===== config.mk =====
export PLATFORM = sky130hd
export DESIGN_NAME = joystick_servo_position_controller
export DESIGN_NICKNAME = d
export VERILOG_FILES = /design/src/rtl/core/jspc_pkg.sv /design/src/rtl/core/joystick_servo_position_controller.sv
export VERILOG_INCLUDE_DIRS = /design/src /design/src/rtl/core
export SDC_FILE = /design/constraint.sdc
export NUM_CORES = 2
export LEC_CHECK = 0
export ABC_AREA = 1
export BUFFER_PORTS_ARGS = -buffer_cell sky130_fd_sc_hd__buf_4
export CAP_MARGIN = 20
export CORE_ASPECT_RATIO = 1.4
export CORE_MARGIN = 2
export CORE_UTILIZATION = 55
export DETAILED_ROUTE_END_ITERATION = 10
export PLACE_DENSITY = 0.74
export REMOVE_ABC_BUFFERS = 1
export SYNTH_ARGS = -nofsm -noshare
export SYNTH_HDL_FRONTEND = slang
export SYNTH_SLANG_ARGS = --single-unit

===== constraint.sdc =====
create_clock -name clk_i -period 8.3 [get_ports clk_i]
set_clock_uncertainty 0.15 [all_clocks]
set_input_delay 0.83 -clock clk_i [delete_from_list [all_inputs] [get_ports clk_i]]
set_output_delay 0.83 -clock clk_i [all_outputs]
set_load 0.02 [all_outputs]

===== src/rtl/core/joystick_servo_position_controller_macros.svh =====
// Assertion macros for the joystick servo position controller.
// No dependencies; included by the files that carry assertions.
`ifndef JOYSTICK_SERVO_POSITION_CONTROLLER_MACROS_SVH
`define JOYSTICK_SERVO_POSITION_CONTROLLER_MACROS_SVH

`ifndef SYNTHESIS
// Plain property, clocked on clk_i, off while rst_ni is low.
`define JSPC_ASSERT(lbl, prop) \
  lbl: assert property (@(posedge clk_i) disable iff (!rst_ni) prop) \
    else $error("jspc assertion failed");
// Antecedent this cycle implies consequent in the next cycle.
`define JSPC_ASSERT_NEXT(lbl, ante, cons) \
  lbl: assert property (@(posedge clk_i) disable iff (!rst_ni) (ante) |=> (cons)) \
    else $error("jspc assertion failed");
`else
`define JSPC_ASSERT(lbl, prop)
`define JSPC_ASSERT_NEXT(lbl, ante, cons)
`endif

`endif


===== src/rtl/core/jspc_pkg.sv =====
// Types and constants of the joystick servo position controller.
// No dependencies; used by the top level.
package jspc_pkg;

  localparam int unsigned SampleW   = 10;
  localparam int unsigned AngleW    = 8;
  localparam int unsigned StepW     = 4;
  localparam int unsigned Axes      = 4;
  localparam int unsigned OutServos = 6;
  localparam int unsigned ChanW     = 3;
  localparam int unsigned CfgIdxW   = 3;
  localparam int unsigned CfgDataW  = 10;

  localparam logic [SampleW-1:0] Centre   = 10'd512;
  localparam logic [SampleW-1:0] DeadZone = 10'd20;
  localparam logic [SampleW-1:0] AdcMax   = 10'd1023;
  localparam logic [SampleW-1:0] ThrReset = 10'd20;
  localparam logic [AngleW-1:0]  AngleMax = 8'd180;
  localparam logic [AngleW-1:0]  AngleMid = 8'd90;
  localparam logic [StepW-1:0]   StepMin  = 4'd1;
  localparam logic [StepW-1:0]   StepMax  = 4'd10;
  localparam logic [Axes-1:0]    InvertReset = 4'b0010;

  // v*180/1023 as a multiply by a rounded-up reciprocal; exact for 10-bit v
  localparam int unsigned ScaleShift = 21;
  localparam int unsigned ScaleMulW  = 19;
  localparam logic [ScaleMulW-1:0] ScaleMul = ScaleMulW'(
      (int'(AngleMax) * (1 << ScaleShift) + int'(AdcMax) - 1) / int'(AdcMax));

  typedef enum logic [1:0] {
    ModeDirect = 2'd1,
    ModeIncr   = 2'd2,
    ModeHold   = 2'd3
  } mode_e;

  typedef enum logic {
    OpTick = 1'b0,
    OpSet  = 1'b1
  } op_e;

  typedef enum logic [CfgIdxW-1:0] {
    CfgMode   = 3'd0,
    CfgStep   = 3'd1,
    CfgThr1X  = 3'd2,
    CfgThr1Y  = 3'd3,
    CfgThr2X  = 3'd4,
    CfgThr2Y  = 3'd5,
    CfgInvert = 3'd6
  } cfg_idx_e;

  typedef logic [SampleW-1:0] sample_t;
  typedef logic [AngleW-1:0]  angle_t;

  typedef struct packed {
    logic              op;
    logic [SampleW-1:0] sample_stick1_x;
    logic [SampleW-1:0] sample_stick1_y;
    logic [SampleW-1:0] sample_stick2_x;
    logic [SampleW-1:0] sample_stick2_y;
    logic [ChanW-1:0]   set_channel;
    logic [AngleW-1:0]  set_angle;
  } in_req_t;

  typedef struct packed {
    logic [AngleW-1:0]    position_0;
    logic [AngleW-1:0]    position_1;
    logic [AngleW-1:0]    position_2;
    logic [AngleW-1:0]    position_3;
    logic [AngleW-1:0]    position_4;
    logic [AngleW-1:0]    position_5;
    logic [OutServos-1:0] updated_mask;
  } out_req_t;

endpackage


===== src/rtl/core/joystick_servo_position_controller.sv =====
// channel | direction | handshake                  | payload
// in      | into      | in_valid_i / in_stall_o    | in_req_i  (jspc_pkg::in_req_t)
// out     | out of    | out_valid_o / out_stall_i  | out_req_o (jspc_pkg::out_req_t)
// cfg     | into      | cfg_we_i, no back-pressure | cfg_index_i, cfg_data_i
//
// One request per clock is sustained while the output is not stalled; each request goes
// through history read, running sum, mean multiply, scale multiply and state update.
// The history memory has one read and one write port; a tick that reads the row the
// previous tick is writing gets the data forwarded.
// Reset: rings read as 512 through per-row valid flags, so no clearing pass is needed.
// A stalled result holds the output register; the stall backs up stage by stage and
// bubbles are squeezed out, so in_stall_o only rises when every stage is full.
//
// Top level of the joystick servo position controller.
// Depends on jspc_pkg and the assertion macro header.
`include "joystick_servo_position_controller_macros.svh"

module joystick_servo_position_controller #(
  parameter int unsigned AVG_DEPTH   = 10,
  parameter int unsigned SERVO_COUNT = 6
) (
  input  logic                             clk_i,
  input  logic                             rst_ni,
  input  logic                             in_valid_i,
  output logic                             in_stall_o,
  input  jspc_pkg::in_req_t                in_req_i,
  output logic                             out_valid_o,
  input  logic                             out_stall_i,
  output jspc_pkg::out_req_t               out_req_o,
  input  logic                             cfg_we_i,
  input  logic [jspc_pkg::CfgIdxW-1:0]     cfg_index_i,
  input  logic [jspc_pkg::CfgDataW-1:0]    cfg_data_i
);
  import jspc_pkg::*;

  // ---------------------------------------------------------------------------
  // Derived sizes
  // ---------------------------------------------------------------------------
  localparam int unsigned SlotW = (AVG_DEPTH > 1) ? $clog2(AVG_DEPTH) : 1;
  localparam int unsigned SumW  = $clog2(int'(AdcMax) * AVG_DEPTH + 1);
  localparam int unsigned RowW  = Axes * SampleW;
  // mean = (sum * MeanRecip) >> MulK, exact for every sum below 2**SumW
  localparam int unsigned MulK  = SumW + $clog2(AVG_DEPTH) + 1;
  localparam int unsigned RecW  = MulK + 1;
  localparam int unsigned ProdW = SumW + RecW;
  localparam longint unsigned MeanRecipL =
      ((64'd1 << MulK) + 64'(AVG_DEPTH) - 64'd1) / 64'(AVG_DEPTH);
  localparam logic [RecW-1:0]  MeanRecip = RecW'(MeanRecipL);
  localparam logic [SumW-1:0]  SumReset  = SumW'(int'(Centre) * AVG_DEPTH);
  localparam logic [SumW-1:0]  SumMax    = SumW'(int'(AdcMax) * AVG_DEPTH);
  localparam logic [SlotW-1:0] SlotLast  = SlotW'(AVG_DEPTH - 1);
  localparam int unsigned SclW = SampleW + ScaleMulW;

  // ---------------------------------------------------------------------------
  // Configuration registers
  // ---------------------------------------------------------------------------
  mode_e             mode_q;
  logic [StepW-1:0]  step_q;
  sample_t           thr_q [Axes];
  logic [Axes-1:0]   inv_q;
  logic              mode_wr;
  logic [1:0]        thr_sel;

  assign mode_wr = cfg_we_i && (cfg_index_i == CfgMode) && (cfg_data_i[1:0] != 2'b00);
  assign thr_sel = 2'(cfg_index_i - CfgThr1X);

  always_ff @(posedge clk_i or negedge rst_ni) begin
    if (!rst_ni) begin
      mode_q <= ModeDirect;
      step_q <= StepMin;
      for (int a = 0; a < Axes; a++) thr_q[a] <= ThrReset;
      inv_q  <= InvertReset;
    end else if (cfg_we_i) begin
      unique case (cfg_index_i) inside
        CfgMode: begin
          // mode 0 means nothing and is dropped
          if (mode_wr) mode_q <= mode_e'(cfg_data_i[1:0]);
        end
        CfgStep: begin
          if (cfg_data_i[StepW-1:0] >= StepMin && cfg_data_i[StepW-1:0] <= StepMax) begin
            step_q <= cfg_data_i[StepW-1:0];
          end
        end
        CfgThr1X, CfgThr1Y, CfgThr2X, CfgThr2Y: begin
          thr_q[thr_sel] <= cfg_data_i[SampleW-1:0];
        end
        CfgInvert: inv_q <= cfg_data_i[Axes-1:0];
        default: ;
      endcase
    end
  end

  // ---------------------------------------------------------------------------
  // Handshake: per-stage valids, ready ripples back from the output register
  // ---------------------------------------------------------------------------
  logic a_vld_q, b_vld_q, c_vld_q, d_vld_q, out_vld_q;
  logic a_rdy, b_rdy, c_rdy, d_rdy, out_rdy;
  logic in_acc, a_adv, d_adv;

  assign out_rdy = !out_vld_q || !out_stall_i;
  assign d_rdy   = !d_vld_q || out_rdy;
  assign c_rdy   = !c_vld_q || d_rdy;
  assign b_rdy   = !b_vld_q || c_rdy;
  assign a_rdy   = !a_vld_q || b_rdy;

  assign in_acc  = in_valid_i && a_rdy;
  assign a_adv   = a_vld_q && b_rdy;
  assign d_adv   = d_vld_q && out_rdy;

  assign in_stall_o  = !a_rdy;
  assign out_valid_o = out_vld_q;

  always_ff @(posedge clk_i or negedge rst_ni) begin
    if (!rst_ni) begin
      a_vld_q   <= 1'b0;
      b_vld_q   <= 1'b0;
      c_vld_q   <= 1'b0;
      d_vld_q   <= 1'b0;
      out_vld_q <= 1'b0;
    end else begin
      if (a_rdy)   a_vld_q   <= in_valid_i;
      if (b_rdy)   b_vld_q   <= a_vld_q;
      if (c_rdy)   c_vld_q   <= b_vld_q;
      if (d_rdy)   d_vld_q   <= c_vld_q;
      if (out_rdy) out_vld_q <= d_vld_q;
    end
  end

  // ---------------------------------------------------------------------------
  // Sample history memory: one row per slot, four axes side by side
  // ---------------------------------------------------------------------------
  logic [RowW-1:0]      hist_mem [AVG_DEPTH];
  logic [RowW-1:0]      hist_rd_q;
  logic [AVG_DEPTH-1:0] row_vld_q;
  logic [SlotW-1:0]     slot_q;
  logic [SlotW-1:0]     a_slot_q;
  logic                 in_tick, a_wr;
  logic [RowW-1:0]      in_row, a_row;

  assign in_tick = (in_req_i.op == OpTick);
  assign in_row  = {in_req_i.sample_stick2_y, in_req_i.sample_stick2_x,
                    in_req_i.sample_stick1_y, in_req_i.sample_stick1_x};

  always_ff @(posedge clk_i) begin
    if (a_wr)   hist_mem[a_slot_q] <= a_row;
    if (in_acc) hist_rd_q <= hist_mem[slot_q];
  end

  always_ff @(posedge clk_i or negedge rst_ni) begin
    if (!rst_ni) begin
      row_vld_q <= '0;
      slot_q    <= '0;
    end else begin
      if (a_wr) row_vld_q[a_slot_q] <= 1'b1;
      if (in_acc && in_tick) slot_q <= (slot_q == SlotLast) ? '0 : slot_q + 1'b1;
    end
  end

  // ---------------------------------------------------------------------------
  // Stage A: history row arrives, running sums are updated
  // ---------------------------------------------------------------------------
  logic             a_op_q;
  logic [RowW-1:0]  a_row_q;
  logic [ChanW-1:0] a_ch_q;
  angle_t           a_ang_q;
  logic             a_rvld_q;
  logic             a_fwd_q;
  logic [RowW-1:0]  a_fwd_row_q;
  logic [SumW-1:0]  sum_q   [Axes];
  logic [SumW-1:0]  sum_new [Axes];
  sample_t          old_smp [Axes];

  assign a_row = a_row_q;
  assign a_wr  = a_adv && (a_op_q == OpTick);

  always_ff @(posedge clk_i) begin
    if (in_acc) begin
      a_op_q      <= in_req_i.op;
      a_slot_q    <= slot_q;
      a_row_q     <= in_row;
      a_ch_q      <= in_req_i.set_channel;
      a_ang_q     <= in_req_i.set_angle;
      a_rvld_q    <= row_vld_q[slot_q];
      a_fwd_row_q <= a_row_q;
    end
  end

  // row being written as the new tick reads it: take the write data instead
  always_ff @(posedge clk_i or negedge rst_ni) begin
    if (!rst_ni) begin
      a_fwd_q <= 1'b0;
    end else if (in_acc) begin
      a_fwd_q <= a_wr && (a_slot_q == slot_q);
    end else if (a_adv) begin
      a_fwd_q <= 1'b0;
    end
  end

  always_comb begin
    for (int a = 0; a < Axes; a++) begin
      if (a_fwd_q) begin
        old_smp[a] = a_fwd_row_q[a*SampleW +: SampleW];
      end else if (a_rvld_q) begin
        old_smp[a] = hist_rd_q[a*SampleW +: SampleW];
      end else begin
        old_smp[a] = Centre;
      end
      sum_new[a] = SumW'(({1'b0, sum_q[a]} + (SumW+1)'(a_row_q[a*SampleW +: SampleW]))
                         - (SumW+1)'(old_smp[a]));
    end
  end

  always_ff @(posedge clk_i or negedge rst_ni) begin
    if (!rst_ni) begin
      for (int a = 0; a < Axes; a++) sum_q[a] <= SumReset;
    end else if (a_wr) begin
      for (int a = 0; a < Axes; a++) sum_q[a] <= sum_new[a];
    end
  end

  // ---------------------------------------------------------------------------
  // Stage B: mean by reciprocal multiply
  // ---------------------------------------------------------------------------
  logic             b_op_q;
  logic [ChanW-1:0] b_ch_q;
  angle_t           b_ang_q;
  logic [SumW-1:0]  b_sum_q  [Axes];
  logic [ProdW-1:0] mean_prod [Axes];

  always_ff @(posedge clk_i) begin
    if (a_adv) begin
      b_op_q  <= a_op_q;
      b_ch_q  <= a_ch_q;
      b_ang_q <= a_ang_q;
      for (int a = 0; a < Axes; a++) b_sum_q[a] <= sum_new[a];
    end
  end

  always_comb begin
    for (int a = 0; a < Axes; a++) begin
      mean_prod[a] = ProdW'(b_sum_q[a]) * ProdW'(MeanRecip);
    end
  end

  // ---------------------------------------------------------------------------
  // Stage C: optional inversion, then scale to degrees
  // ---------------------------------------------------------------------------
  logic             c_op_q;
  logic [ChanW-1:0] c_ch_q;
  angle_t           c_ang_q;
  sample_t          c_mean_q [Axes];
  sample_t          c_v      [Axes];
  logic [SclW-1:0]  scl_prod [Axes];

  always_ff @(posedge clk_i) begin
    if (b_vld_q && c_rdy) begin
      c_op_q  <= b_op_q;
      c_ch_q  <= b_ch_q;
      c_ang_q <= b_ang_q;
      for (int a = 0; a < Axes; a++) c_mean_q[a] <= mean_prod[a][MulK +: SampleW];
    end
  end

  always_comb begin
    for (int a = 0; a < Axes; a++) begin
      c_v[a]      = inv_q[a] ? (AdcMax - c_mean_q[a]) : c_mean_q[a];
      scl_prod[a] = SclW'(c_v[a]) * SclW'(ScaleMul);
    end
  end

  // ---------------------------------------------------------------------------
  // Stage D: per-axis decisions against the servo state, committed on exit
  // ---------------------------------------------------------------------------
  logic             d_op_q;
  logic [ChanW-1:0] d_ch_q;
  angle_t           d_ang_q;
  sample_t          d_mean_q [Axes];
  sample_t          d_v_q    [Axes];
  angle_t           d_scl_q  [Axes];

  always_ff @(posedge clk_i) begin
    if (c_vld_q && d_rdy) begin
      d_op_q  <= c_op_q;
      d_ch_q  <= c_ch_q;
      d_ang_q <= c_ang_q;
      for (int a = 0; a < Axes; a++) begin
        d_mean_q[a] <= c_mean_q[a];
        d_v_q[a]    <= c_v[a];
        d_scl_q[a]  <= scl_prod[a][ScaleShift +: AngleW];
      end
    end
  end

  sample_t              last_dm_q  [Axes];
  sample_t              last_inc_q [Axes];
  angle_t               pos_q      [SERVO_COUNT];
  sample_t              last_dm_d  [Axes];
  sample_t              last_inc_d [Axes];
  angle_t               pos_d      [SERVO_COUNT];
  angle_t               pos_ext    [OutServos];
  logic [OutServos-1:0] mask_d;
  out_req_t             out_d;
  out_req_t             out_q;

  // per-axis comparisons, kept apart from the update mux
  sample_t dm_diff  [Axes];
  sample_t inc_off  [Axes];
  logic    inc_hi   [Axes];
  logic    inc_lo   [Axes];
  angle_t  pos_up   [Axes];
  angle_t  pos_dn   [Axes];
  logic    set_ok;

  always_comb begin
    for (int a = 0; a < Axes; a++) begin
      dm_diff[a] = (d_mean_q[a] >= last_dm_q[a]) ? (d_mean_q[a] - last_dm_q[a])
                                                 : (last_dm_q[a] - d_mean_q[a]);
      inc_off[a] = (d_v_q[a] >= Centre) ? (d_v_q[a] - Centre) : (Centre - d_v_q[a]);
      inc_hi[a]  = {1'b0, d_v_q[a]} > ({1'b0, Centre} + {1'b0, thr_q[a]});
      inc_lo[a]  = ({1'b0, d_v_q[a]} + {1'b0, thr_q[a]}) < {1'b0, Centre};
      pos_up[a]  = pos_q[a] + AngleW'(step_q);
      pos_dn[a]  = pos_q[a] - AngleW'(step_q);
    end
    set_ok = (32'(d_ch_q) < SERVO_COUNT) && (d_ang_q <= AngleMax);
  end

  always_comb begin
    for (int a = 0; a < Axes; a++) begin
      last_dm_d[a]  = last_dm_q[a];
      last_inc_d[a] = last_inc_q[a];
    end
    for (int j = 0; j < SERVO_COUNT; j++) pos_d[j] = pos_q[j];
    mask_d = '0;

    if (d_op_q == OpTick) begin
      case (mode_q)
        ModeDirect: begin
          for (int a = 0; a < Axes; a++) begin
            if (dm_diff[a] >= thr_q[a]) begin
              pos_d[a]     = d_scl_q[a];
              last_dm_d[a] = d_mean_q[a];
              mask_d[a]    = 1'b1;
            end
          end
        end
        ModeIncr: begin
          for (int a = 0; a < Axes; a++) begin
            if (inc_off[a] > DeadZone) begin
              last_inc_d[a] = d_v_q[a];
              // crossing the centre only re-arms, no step
              if (!((last_inc_q[a] <= Centre && inc_hi[a]) ||
                    (last_inc_q[a] >= Centre && inc_lo[a]))) begin
                if (inc_hi[a]) begin
                  pos_d[a]  = (pos_up[a] > AngleMax) ? AngleMax : pos_up[a];
                  mask_d[a] = 1'b1;
                end else if (inc_lo[a]) begin
                  pos_d[a]  = (pos_q[a] < AngleW'(step_q)) ? '0 : pos_dn[a];
                  mask_d[a] = 1'b1;
                end
              end
            end
          end
        end
        default: ;
      endcase
    end else begin
      for (int j = 0; j < SERVO_COUNT; j++) begin
        if (set_ok && d_ch_q == ChanW'(j)) pos_d[j] = d_ang_q;
      end
      for (int j = 0; j < OutServos; j++) begin
        if (set_ok && d_ch_q == ChanW'(j)) mask_d[j] = 1'b1;
      end
    end
  end

  for (genvar j = 0; j < OutServos; j++) begin : g_pos_ext
    if (j < SERVO_COUNT) begin : g_live
      assign pos_ext[j] = pos_d[j];
    end else begin : g_absent
      assign pos_ext[j] = '0;
    end
  end

  always_comb begin
    out_d.position_0   = pos_ext[0];
    out_d.position_1   = pos_ext[1];
    out_d.position_2   = pos_ext[2];
    out_d.position_3   = pos_ext[3];
    out_d.position_4   = pos_ext[4];
    out_d.position_5   = pos_ext[5];
    out_d.updated_mask = mask_d;
  end

  always_ff @(posedge clk_i or negedge rst_ni) begin
    if (!rst_ni) begin
      for (int a = 0; a < Axes; a++) begin
        last_dm_q[a]  <= Centre;
        last_inc_q[a] <= Centre;
      end
      for (int j = 0; j < SERVO_COUNT; j++) pos_q[j] <= AngleMid;
    end else if (mode_wr) begin
      // mode change recenters every servo
      for (int j = 0; j < SERVO_COUNT; j++) pos_q[j] <= AngleMid;
    end else if (d_adv) begin
      for (int a = 0; a < Axes; a++) begin
        last_dm_q[a]  <= last_dm_d[a];
        last_inc_q[a] <= last_inc_d[a];
      end
      for (int j = 0; j < SERVO_COUNT; j++) pos_q[j] <= pos_d[j];
    end
  end

  always_ff @(posedge clk_i) begin
    if (d_adv) out_q <= out_d;
  end

  assign out_req_o = out_q;

  // ---------------------------------------------------------------------------
  // Assertions
  // ---------------------------------------------------------------------------
  `JSPC_ASSERT(a_fwd_has_req, a_fwd_q |-> a_vld_q)
  `JSPC_ASSERT_NEXT(a_result_lands, d_vld_q && out_rdy, out_vld_q)
  `JSPC_ASSERT(a_pos_bound, out_vld_q |-> (out_q.position_0 <= AngleMax &&
      out_q.position_1 <= AngleMax && out_q.position_2 <= AngleMax &&
      out_q.position_3 <= AngleMax && out_q.position_4 <= AngleMax &&
      out_q.position_5 <= AngleMax))
  for (genvar g = 0; g < Axes; g++) begin : g_sum_chk
    `JSPC_ASSERT(a_sum_bound, sum_q[g] <= SumMax)
  end

endmodule


==> results.toml <==
[routing]
first_iter_violations = 3773
routed_wl_mm = 185
dr.pass1.iters = 7
wl_per_cell_um = 18.6
vias_per_cell = 5.57
drc_errors = 0
route.vias.total = 55210
ant_nets = 0

[synthesis]
synth_area_leader_cell = "edfxtp_1"
ys_warn_count = 0
ys_ff_latch = 1089
synth_area_leaders = "edfxtp_1, ha_1, fa_1, inv_1, dfrtp_1"
synth_area_um2 = 77200
avgSynthCellArea_um2 = 9.76
synth.top_cell.area_share_pct = 32.5
seq_area_frac_synth_pct = 40.8
synth-async-reset-ratio_pct = 23.3
yosys_most_used_dff = "edfxtp_1"
yosysUniqueCellTypes = 66
netlist_instances = 7917
synth-edff-count = 835

[floorplan]
floorplan.initialDensity_pct = 55.5
dieWidth_um = 321
row_count = 162
die_y_um = 447
pin_count = 126
core_area_um2 = 139000
dieArea_um2 = 143000

[critical_path]
cp-end-kind = "flop"
critPathRequiredTime_ns = 8.62
cp-start-kind = "flop"
crit_type = "flop to flop"
critPathArrivalTime_ns = 5.93
worst-path-max-fanout = 11

[cells_and_area]
layout.nets = 9481
mostFrequentLayoutCell = "inv_1"
seqCellArea_um2 = 31500
final_cell_area_um2 = 83800
nFillCells = 11402
drive_gt1_share_pct = 6.04
final_core_util_pct = 60.2
area_growth_pct = 8.54
most-common-layout-cells = "inv_1, nand2_1, ha_1"
multi_input_area_um2 = 39700

[cts]
h-tree-depth = 3
post_cts_buffers = 0
cts-resized-gates = 0
numCtsBuffers = 108
cts_tree = "yes"
cts_root_buf = "clkbuf_16"
cts_sinks = 1089
cts_max_path_buffers = 3
worstSkewPairLatency_ns = 0.76
clk_pin_slew_ns = 0.06
cts_hold_buffers = 1

[timing]
final.setup.tns_ns = 0
fmax_ghz = 0.178
rsz0062_at_grt = "no"
layout_min_cycle_time_ns = 5.61
drv_slew = 0
timing.final.crit_share_pct = 67.6
worst_pin_slew_ns = 1.07
finalSetupViolations = 0
hold_viol_final = 0
whs_ns = 0.104
relSlewSlack_pct = 28.5

[place]
dp.final_hpwl_mm = 136
port_buffers = 125
placed_cell_area_um2 = 80100
gp_routability_congestion = 0.938

[grt]
grt_usage_pct = 25.9
grt_max_degree = 134
grt_pass1_vias = 57263
antenna_found_initial = 1
grt.overflow.total = 0
grt_pass1_wl_mm = 295

[worst_hold_path]
min_path_type = "primary input to flop"

[status]
outcome = "finished clean"

[flow_run]
cap_viol_max_count = 0
[registers in the layout (all words and copies together), names as in the netlist, 48 cells and up]
name,flops
out_req_o,54
pos_q,48
b_sum_q,56
sum_q,56
hist_mem,400
[cell type report]
type / instances / share of cell area (%)
antenna: 2 / 0.00597
multi-input combinational: 5203 / 47.3
clock inverter: 69 / 0.943
inverter: 1438 / 6.46
sequential: 1089 / 37.6
timing repair buffer: 169 / 1.59
clock buffer: 134 / 3.43
tap: 1804 / 2.69
[cell families after synthesis]
kind of cell	count (synthesis)	share of synthesized area, %
flops	1089	40.8
mux	18	0.259
fa+ha+maj	1402	26.5
compound gates	1398	10.2
buf+inv	1625	8.03
simple gates	2151	11.6
xor+xnor	234	2.66
[worst max-delay path: stages (launching register included)]
cell and delay (ns):
dfrtp_1 0.65, xor2_1 0.65, ha_1 0.36, ha_1 0.32, inv_1 0.07, fa_1 0.50
inv_1 0.05, fa_1 0.49, inv_1 0.06, fa_1 0.47, inv_1 0.04, ha_1 0.33
nand2_1 0.10, nor4_1 0.41, nand4_1 0.14, nand3_1 0.21, a41oi_1 0.17, xnor2_1 0.15
[cell usage after synthesis (5+ instances only)]
| cell type | count |
|---|---|
| nand2_1 | 1256 |
| a211oi_1 | 23 |
| o211ai_1 | 19 |
| fa_1 | 391 |
| inv_2 | 12 |
| nor3_1 | 67 |
| o21ai_0 | 660 |
| nor2_1 | 397 |
| o22ai_1 | 24 |
| nand3_1 | 291 |
| nand2_2 | 8 |
| a21o_1 | 20 |
| dfstp_2 | 51 |
| a221oi_1 | 82 |
| o21a_1 | 19 |
| buf_2 | 30 |
| xnor2_1 | 70 |
| o21bai_1 | 24 |
| o21ai_2 | 5 |
| ha_1 | 1011 |
| nor4_1 | 20 |
| buf_4 | 10 |
| dfrtp_1 | 203 |
| o31ai_1 | 8 |
| o21ai_1 | 15 |
| nand4_1 | 68 |
| a21oi_1 | 429 |
| nand3b_1 | 5 |
| a31oi_1 | 21 |
| a21boi_0 | 10 |
| o2111ai_1 | 19 |
| edfxtp_1 | 835 |
| inv_1 | 1421 |
| buf_1 | 12 |
| clkbuf_1 | 133 |
| or2_2 | 15 |
| xor2_1 | 163 |
| mux2_2 | 16 |
[per-stage QoR]
step           worst slack (ns)  cells
2_1_floorplan             -4.55   7730
3_3_place_gp               2.78   9697
6_report                   2.69   9908
5_1_grt                    2.32   9907
4_1_cts                    2.71   9901
3_5_place_dp               2.72   9697
[layer usage]
metal / track usage, % / up-vias / routed length (µm)
met4: 12.1 / 0 / 8350
met3: 2.80 / 453 / 9120
met2: 48.2 / 1591 / 95900
met5: 0 / - / 0
met1: 29.7 / 26536 / 71200
li1: - / 26630 / -
[final timing paths]
check / cells after the start / endpoint / slack (ns) / start
worst max-delay path: 17 / d_scl_q[0][7] / 2.69 / inv_q[0]
worst max register to register: 17 / d_scl_q[0][7] / 2.69 / inv_q[0]
max in group asynchronous: 3 / last_inc_q[20] / 6.12 / rst_ni
worst min register to register: 0 / d_ang_q[1] / 0.27 / c_ang_q[1]
worst min-delay path: 1 / a_row[21] / 0.10 / in_req_i[22]
min in group asynchronous: 2 / last_dm_q[2] / 0.52 / rst_ni
Power is left out: the tool's default activity adds up to more than one toggle a clock period on the data nets, which glitch-free logic cannot reach.
